--- src/sv/b58enc_pkg.sv ---
package b58enc_pkg;

    localparam int BYTE_W      = 8;
    localparam int CHAR_W      = 7;
    localparam int DIGIT_W     = 6;
    localparam int FULL_BYTES  = 8;
    localparam int FULL_CHARS  = 11;
    localparam int BLOCK_W     = FULL_BYTES * BYTE_W;
    localparam int COUNT_W     = 4;
    localparam int STEP_W      = 3;
    localparam int RADIX       = 58;

    // partial remainder and next byte form one 14-bit dividend per step
    localparam int DIVIDEND_W  = DIGIT_W + BYTE_W;
    // floor(x / 58) == (x * RECIP) >> RECIP_SHIFT for every x below 58 * 256
    localparam int RECIP_SHIFT = 20;
    localparam int RECIP_W     = 15;
    localparam logic [RECIP_W-1:0] RECIP = 15'd18079;
    localparam int PROD_W      = DIVIDEND_W + RECIP_W;

    localparam logic [RADIX*8-1:0] ALPHABET =
        "123456789ABCDEFGHJKLMNPQRSTUVWXYZabcdefghijkmnopqrstuvwxyz";

    function automatic logic [CHAR_W-1:0] char_of(input logic [DIGIT_W-1:0] d);
        logic [DIGIT_W-1:0] idx;
        logic [8:0]         pos;
        idx = 6'(RADIX - 1) - d;
        pos = {idx, 3'b000};
        if (d >= 6'(RADIX)) begin
            char_of = ALPHABET[(RADIX-1)*8 +: CHAR_W];
        end else begin
            char_of = ALPHABET[pos +: CHAR_W];
        end
    endfunction

    function automatic logic [COUNT_W-1:0] ndig_of(input logic [COUNT_W-1:0] n);
        case (n)
            4'd1:    ndig_of = 4'd2;
            4'd2:    ndig_of = 4'd3;
            4'd3:    ndig_of = 4'd5;
            4'd4:    ndig_of = 4'd6;
            4'd5:    ndig_of = 4'd7;
            4'd6:    ndig_of = 4'd9;
            4'd7:    ndig_of = 4'd10;
            4'd8:    ndig_of = 4'd11;
            default: ndig_of = 4'd0;
        endcase
    endfunction

endpackage

--- src/sv/base58_block_encoder_unit.sv ---
// base58 block encoder
// input channel: one raw byte per request on i_in_byte, i_final_byte high on
// the last byte of the stream. bytes gather big-endian into a 64-bit block.
// a block closes on its eighth byte or on a final byte; then o_in_stall stays
// high until the last character of the block has been loaded for output.
// output channel: one alphabet character per request on o_out_char, most
// significant digit first. o_block_end marks the last character of a block,
// o_stream_end additionally the last character of the final block.
// a block of n bytes gives 2,3,5,6,7,9,10,11 characters for n = 1..8.
// a closing byte starts the shared divide-by-58 step, which divides the
// block once per character (one byte of the block per cycle), then gives
// one character per cycle while the receiver does not stall. the next
// byte is taken once the block is out; other bytes do not stall the input.
// a stall only holds the output register; the sequencer waits for it.
// reset clears the gathered block, the sequencer and the output valid.
module base58_block_encoder_unit
    import b58enc_pkg::*;
(
    input  logic              i_clk,
    input  logic              i_rst_n,
    input  logic              i_in_valid,
    output logic              o_in_stall,
    input  logic [BYTE_W-1:0] i_in_byte,
    input  logic              i_final_byte,
    output logic              o_out_valid,
    input  logic              i_out_stall,
    output logic [CHAR_W-1:0] o_out_char,
    output logic              o_block_end,
    output logic              o_stream_end
);

    typedef enum logic [2:0] {
        S_IDLE = 3'b001,
        S_DIV  = 3'b010,
        S_EMIT = 3'b100
    } t_state;

    t_state               r_state, n_state;
    logic [BLOCK_W-1:0]   r_block, n_block;
    logic [COUNT_W-1:0]   r_count, n_count;
    logic [BLOCK_W-1:0]   r_val, n_val;
    logic [DIGIT_W-1:0]   r_rem, n_rem;
    logic [STEP_W-1:0]    r_step, n_step;
    logic [COUNT_W-1:0]   r_dig_idx, n_dig_idx;
    logic [COUNT_W-1:0]   r_ndig, n_ndig;
    logic [COUNT_W-1:0]   r_emit_idx, n_emit_idx;
    logic                 r_fin, n_fin;
    logic                 r_out_valid, n_out_valid;
    logic [CHAR_W-1:0]    r_out_char;
    logic                 r_block_end, n_block_end;
    logic                 r_stream_end, n_stream_end;

    logic [DIGIT_W-1:0]   r_buf [0:FULL_CHARS-1];

    logic                 w_in_acc;
    logic                 w_out_free;
    logic                 w_load;
    logic [COUNT_W-1:0]   w_n;
    logic [BLOCK_W-1:0]   w_new_block;
    logic [BYTE_W-1:0]    w_quot;
    logic [DIGIT_W-1:0]   w_rem;
    logic                 w_buf_we;
    logic                 w_last;

    b58enc_div_step u_div (
        .i_rem  (r_rem),
        .i_byte (r_val[BLOCK_W-1 -: BYTE_W]),
        .o_quot (w_quot),
        .o_rem  (w_rem)
    );

    assign o_in_stall   = (r_state != S_IDLE);
    assign w_in_acc     = i_in_valid && !o_in_stall;
    assign w_out_free   = !r_out_valid || !i_out_stall;
    assign w_load       = (r_state == S_EMIT) && w_out_free;
    assign w_n          = r_count + 4'd1;
    assign w_new_block  = {r_block[BLOCK_W-BYTE_W-1:0], i_in_byte};
    assign w_buf_we     = (r_state == S_DIV) && (r_step == STEP_W'(FULL_BYTES - 1));
    assign w_last       = (r_emit_idx == r_ndig - 4'd1);

    always_comb begin
        n_state      = r_state;
        n_block      = r_block;
        n_count      = r_count;
        n_val        = r_val;
        n_rem        = r_rem;
        n_step       = r_step;
        n_dig_idx    = r_dig_idx;
        n_ndig       = r_ndig;
        n_emit_idx   = r_emit_idx;
        n_fin        = r_fin;
        n_out_valid  = r_out_valid && i_out_stall;
        n_block_end  = r_block_end;
        n_stream_end = r_stream_end;
        case (r_state)
            S_IDLE: begin
                if (w_in_acc) begin
                    n_block = w_new_block;
                    n_count = w_n;
                    if (w_n == COUNT_W'(FULL_BYTES) || i_final_byte) begin
                        n_state   = S_DIV;
                        n_val     = w_new_block;
                        n_rem     = '0;
                        n_step    = '0;
                        n_ndig    = ndig_of(w_n);
                        n_dig_idx = ndig_of(w_n) - 4'd1;
                        n_fin     = i_final_byte;
                    end
                end
            end
            S_DIV: begin
                n_val  = {r_val[BLOCK_W-BYTE_W-1:0], w_quot};
                n_rem  = w_rem;
                n_step = r_step + 3'd1;
                if (w_buf_we) begin
                    n_rem = '0;
                    if (r_dig_idx == '0) begin
                        n_state    = S_EMIT;
                        n_emit_idx = '0;
                    end else begin
                        n_dig_idx = r_dig_idx - 4'd1;
                    end
                end
            end
            S_EMIT: begin
                if (w_out_free) begin
                    n_out_valid  = 1'b1;
                    n_block_end  = w_last;
                    n_stream_end = w_last && r_fin;
                    n_emit_idx   = r_emit_idx + 4'd1;
                    if (w_last) begin
                        n_state = S_IDLE;
                        n_block = '0;
                        n_count = '0;
                    end
                end
            end
            default: begin
                n_state = S_IDLE;
            end
        endcase
    end

    always_ff @(posedge i_clk) begin
        if (!i_rst_n) begin
            r_state     <= S_IDLE;
            r_block     <= '0;
            r_count     <= '0;
            r_rem       <= '0;
            r_step      <= '0;
            r_dig_idx   <= '0;
            r_ndig      <= '0;
            r_emit_idx  <= '0;
            r_fin       <= 1'b0;
            r_out_valid <= 1'b0;
        end else begin
            r_state     <= n_state;
            r_block     <= n_block;
            r_count     <= n_count;
            r_rem       <= n_rem;
            r_step      <= n_step;
            r_dig_idx   <= n_dig_idx;
            r_ndig      <= n_ndig;
            r_emit_idx  <= n_emit_idx;
            r_fin       <= n_fin;
            r_out_valid <= n_out_valid;
        end
    end

    always_ff @(posedge i_clk) begin
        r_val        <= n_val;
        r_block_end  <= n_block_end;
        r_stream_end <= n_stream_end;
    end

    always_ff @(posedge i_clk) begin
        if (w_buf_we) begin
            r_buf[r_dig_idx] <= w_rem;
        end
        if (w_load) begin
            r_out_char <= char_of(r_buf[r_emit_idx]);
        end
    end

    assign o_out_valid  = r_out_valid;
    assign o_out_char   = r_out_char;
    assign o_block_end  = r_block_end;
    assign o_stream_end = r_stream_end;

    a_rem_range: assert property (@(posedge i_clk) disable iff (!i_rst_n)
        r_rem < 6'(RADIX))
        else $error("partial remainder out of range");

    a_emit_idx: assert property (@(posedge i_clk) disable iff (!i_rst_n)
        (r_state == S_EMIT) |-> (r_emit_idx < r_ndig))
        else $error("emit index past digit count");

    a_count_range: assert property (@(posedge i_clk) disable iff (!i_rst_n)
        (r_state == S_IDLE) |-> (r_count < COUNT_W'(FULL_BYTES)))
        else $error("byte count overflow while gathering");

    a_stream_end: assert property (@(posedge i_clk) disable iff (!i_rst_n)
        (o_out_valid && o_stream_end) |-> o_block_end)
        else $error("stream end without block end");

    a_emit_done: assert property (@(posedge i_clk) disable iff (!i_rst_n)
        (r_state == S_EMIT && w_out_free && w_last) |=> (r_state == S_IDLE && o_out_valid))
        else $error("last character not loaded on leaving emit");

endmodule

--- src/sv/b58enc_div_step.sv ---
module b58enc_div_step
    import b58enc_pkg::*;
(
    input  logic [DIGIT_W-1:0] i_rem,
    input  logic [BYTE_W-1:0]  i_byte,
    output logic [BYTE_W-1:0]  o_quot,
    output logic [DIGIT_W-1:0] o_rem
);

    logic [DIVIDEND_W-1:0] w_x;
    logic [PROD_W-1:0]     w_prod;
    logic [DIVIDEND_W-1:0] w_q58;
    logic [DIVIDEND_W-1:0] w_diff;

    assign w_x    = {i_rem, i_byte};
    assign w_prod = PROD_W'(w_x) * PROD_W'(RECIP);
    assign o_quot = w_prod[RECIP_SHIFT +: BYTE_W];

    // q * 58 = q * 64 - q * 4 - q * 2
    assign w_q58  = {o_quot, 6'b000000} - DIVIDEND_W'({o_quot, 2'b00})
                  - DIVIDEND_W'({o_quot, 1'b0});
    assign w_diff = w_x - w_q58;
    assign o_rem  = w_diff[DIGIT_W-1:0];

endmodule
--- config.mk ---
export PLATFORM = sky130hd
export DESIGN_NAME = base58_block_encoder_unit
export DESIGN_NICKNAME = d
export VERILOG_FILES = /design/src/sv/b58enc_pkg.sv /design/src/sv/base58_block_encoder_unit.sv /design/src/sv/b58enc_div_step.sv
export SDC_FILE = /design/constraint.sdc
export NUM_CORES = 1
export LEC_CHECK = 0
export ABC_AREA = 1
export BUFFER_PORTS_ARGS = -buffer_cell sky130_fd_sc_hd__buf_2
export CELL_PAD_IN_SITES_DETAIL_PLACEMENT = 1
export CELL_PAD_IN_SITES_GLOBAL_PLACEMENT = 1
export CORE_MARGIN = 2
export CORE_UTILIZATION = 31
export CTS_BUF_LIST = sky130_fd_sc_hd__clkbuf_16
export CTS_CLUSTER_DIAMETER = 60
export DETAILED_ROUTE_END_ITERATION = 8
export PLACE_DENSITY = 0.53
export SYNTH_ARGS = -nofsm -noshare
export SYNTH_HDL_FRONTEND = slang
export SYNTH_HIERARCHICAL = 1
export SYNTH_SLANG_ARGS = --single-unit
--- constraint.sdc ---
create_clock -name i_clk -period 16.25 [get_ports i_clk]
set_input_delay 2.4375 -clock i_clk [delete_from_list [all_inputs] [get_ports i_clk]]
set_output_delay 2.4375 -clock i_clk [all_outputs]
set_load 0.02 [all_outputs]
==> reports/results.ini <==
[worst_hold_path]
hold_path_class = flop to flop

[critical_path]
arrival_ps = 7960
required_ps = 16730
r2r_start = r_rem[3]
reg2reg_setup_slack_ps = 8770
cp-endpoint = r_rem[4]
crit_fanout = 12
worstSetupPathType = flop to flop
r2r_cells = 27
cp-start-kind = flop
crit_start = r_rem[3]
r2r_end = r_rem[4]
end_kind = flop

[sta]
tightest_slew_ps = 1100
finalSetupTns_ps = 0
finalSetupViolations = 0
fmax_mhz = 134
min_period_ps = 7480
rsz0062_at_grt = false
drv_slew = 0
clock_skew_ps = 12.1
setup_ws_ps = 8770
hold_violations = 0
hold_slack_ps = 466
slew_headroom = 0.263
finalCritPeriodShare = 0.460

[yosys]
ys_ff_latch = 229
synth.distinct_cells = 47
synthArstFlopShare = 0
synthTopCellsByArea = edfxtp_1 (28%), ha_1 (12%), dfxtp_1 (12%), fa_1 (8.4%), nand2_1 (8.0%)
syn-cell-area_um2 = 15100
synth_flop_cell = edfxtp_1
yosysTopAreaCellShare = 0.277
synth_area_leader_cell = edfxtp_1
yosysMostFrequentCell = nand2_1
syn_area_per_cell_um2 = 9.02
synthTopCellsByCount = nand2_1 (321), inv_1 (297), ha_1 (147), edfxtp_1 (139), o21ai_0 (107)
synth_edf_count = 139
yosysSeqAreaShare = 0.397
syn_nets = 1891
netlist_instances = 1668
ys_warn_count = 6

[global_routing]
grt.overflow.total = 0
grt_max_degree = 79
grt_pass1_vias = 11600
antenna_found_initial = 0
grt_pass1_wl_um = 63000
track_usage = 0.156

[placed_design]
post-dp-hpwl_um = 27600
placed_cell_area_um2 = 15700
io_buffers = 23
dp_slack_ps = 8760
place.gp.congestion = 0.780

[floorplan]
die_w_um = 224
core_area_um2 = 47800
io_pins = 24
start_util = 0.315
die_h_um = 224
die_area_um2 = 50300
placementRows = 80

[drt]
firstDrtPassIters = 4
vias = 10900
wl_per_cell_um = 16.5
vias_per_cell = 4.71
routed_wl_um = 38000
post-route-drc-count = 0
initialDrtViolationCount = 356
ant_nets = 0

[clocking]
post_cts_resized = 0
holdBufCountCts = 0
clockBufferDepth = 3
cts_buffers = 29
clockRootBuffer = clkbuf_16
cts_max_level = 1
cts.sinks = 229
cts.clk_slew.worst_paths_ps = 60
tritoncts = done
postCtsSetupBuffers = 0
clk_latency_ps = 550

[run_status]
status = completed

[final_layout]
area_growth_syn_to_layout_pct = 9.90
nets = 1897
fillCellCount = 5583
final_area_um2 = 16500
drive_gt1_frac = 0.0967
diodes = 0

[job]
cap_violations = 0

routing by layer:
layer | wire (µm) | global-route usage | part of all wire | vias to the layer above
met3 | 863 | 0.0206 | 0.023 | 45
met4 | 750 | 0.0331 | 0.020 | 0
li1 | - | - | - | 5482
met5 | 0 | 0 | 0 | -
met1 | 18000 | 0.207 | 0.47 | 5265
met2 | 18400 | 0.271 | 0.48 | 87
sequential cells by signal (all words and copies together), names as in the netlist, 3 cells and up, named ones only:
register / cells
r_state: 3
r_ndig: 4
r_block: 56
r_count: 4
r_step: 3
r_dig_idx: 4
r_buf: 66
r_emit_idx: 4
r_rem: 6
r_val: 64
o_out_char: 7
logic make-up after synthesis:
logic type      share of synthesized area
simple gates                        0.152
fa+ha+maj                           0.206
compound gates                      0.131
flops                               0.397
xor+xnor                           0.0119
buf+inv                             0.101
mux                              0.000665
layout by cell type, fill, tap and decap left out, types with 38 or more instances in the layout:
cell        n
nand2_1   321
inv_1     301
ha_1      147
edfxtp_1  139
o21ai_0   107
a21oi_1   102
dfxtp_1    90
nor2_1     88
nand3_1    64
fa_1       63
a211oi_2   38
area by class of cell:
cell class | instances | area, µm² | area share
inverter | 308 | 1160 | 0.0701
multi-input combinational | 1071 | 7570 | 0.458
sequential | 229 | 5980 | 0.361
tap | 615 | 769 | 0.0465
clock buffer | 29 | 726 | 0.0439
timing repair buffer | 35 | 205 | 0.0124
clock inverter | 24 | 133 | 0.00802
worst min-delay path by stage:
stage	slack [ps]	start	cells after the start	end
floorplan	450	r_block[48]	2	r_block[48]
global placement	450	r_block[52]	2	r_block[52]
detailed placement	460	r_block[51]	2	r_block[51]
CTS	470	r_block[51]	2	r_block[51]
global route	500	r_block[53]	2	r_block[53]
finish	470	r_block[50]	2	r_block[50]
critical path, cell delays in order (launching register included):
cell      delay [ps]
dfxtp_1          410
fa_1             640
nand2_1           70
inv_1             90
nor2_1            70
ha_1             270
inv_1             50
fa_1             530
inv_1             60
fa_1             530
fa_1             590
fa_1             440
ha_1             340
nand2_1           90
inv_1             50
a21oi_1          180
nor2_1            60
a211oi_1         170
nand2_1           90
xor2_1           260
ha_1             330
xnor3_1          290
ha_1             190
inv_1             60
fa_1             380
xnor2_1          810
a22oi_1          230
nor2_1           130
metrics by stage:
step / util / std cells
after detailed placement: 0.328 / 2258
after floorplan: - / 1668
after CTS: 0.346 / 2311
after global placement: 0.328 / 2258
after global routing: 0.346 / 2311
final: 0.346 / 2311
Power is left out: the tool's default activity adds up to more than one toggle a clock period on the data nets, which glitch-free logic cannot reach.
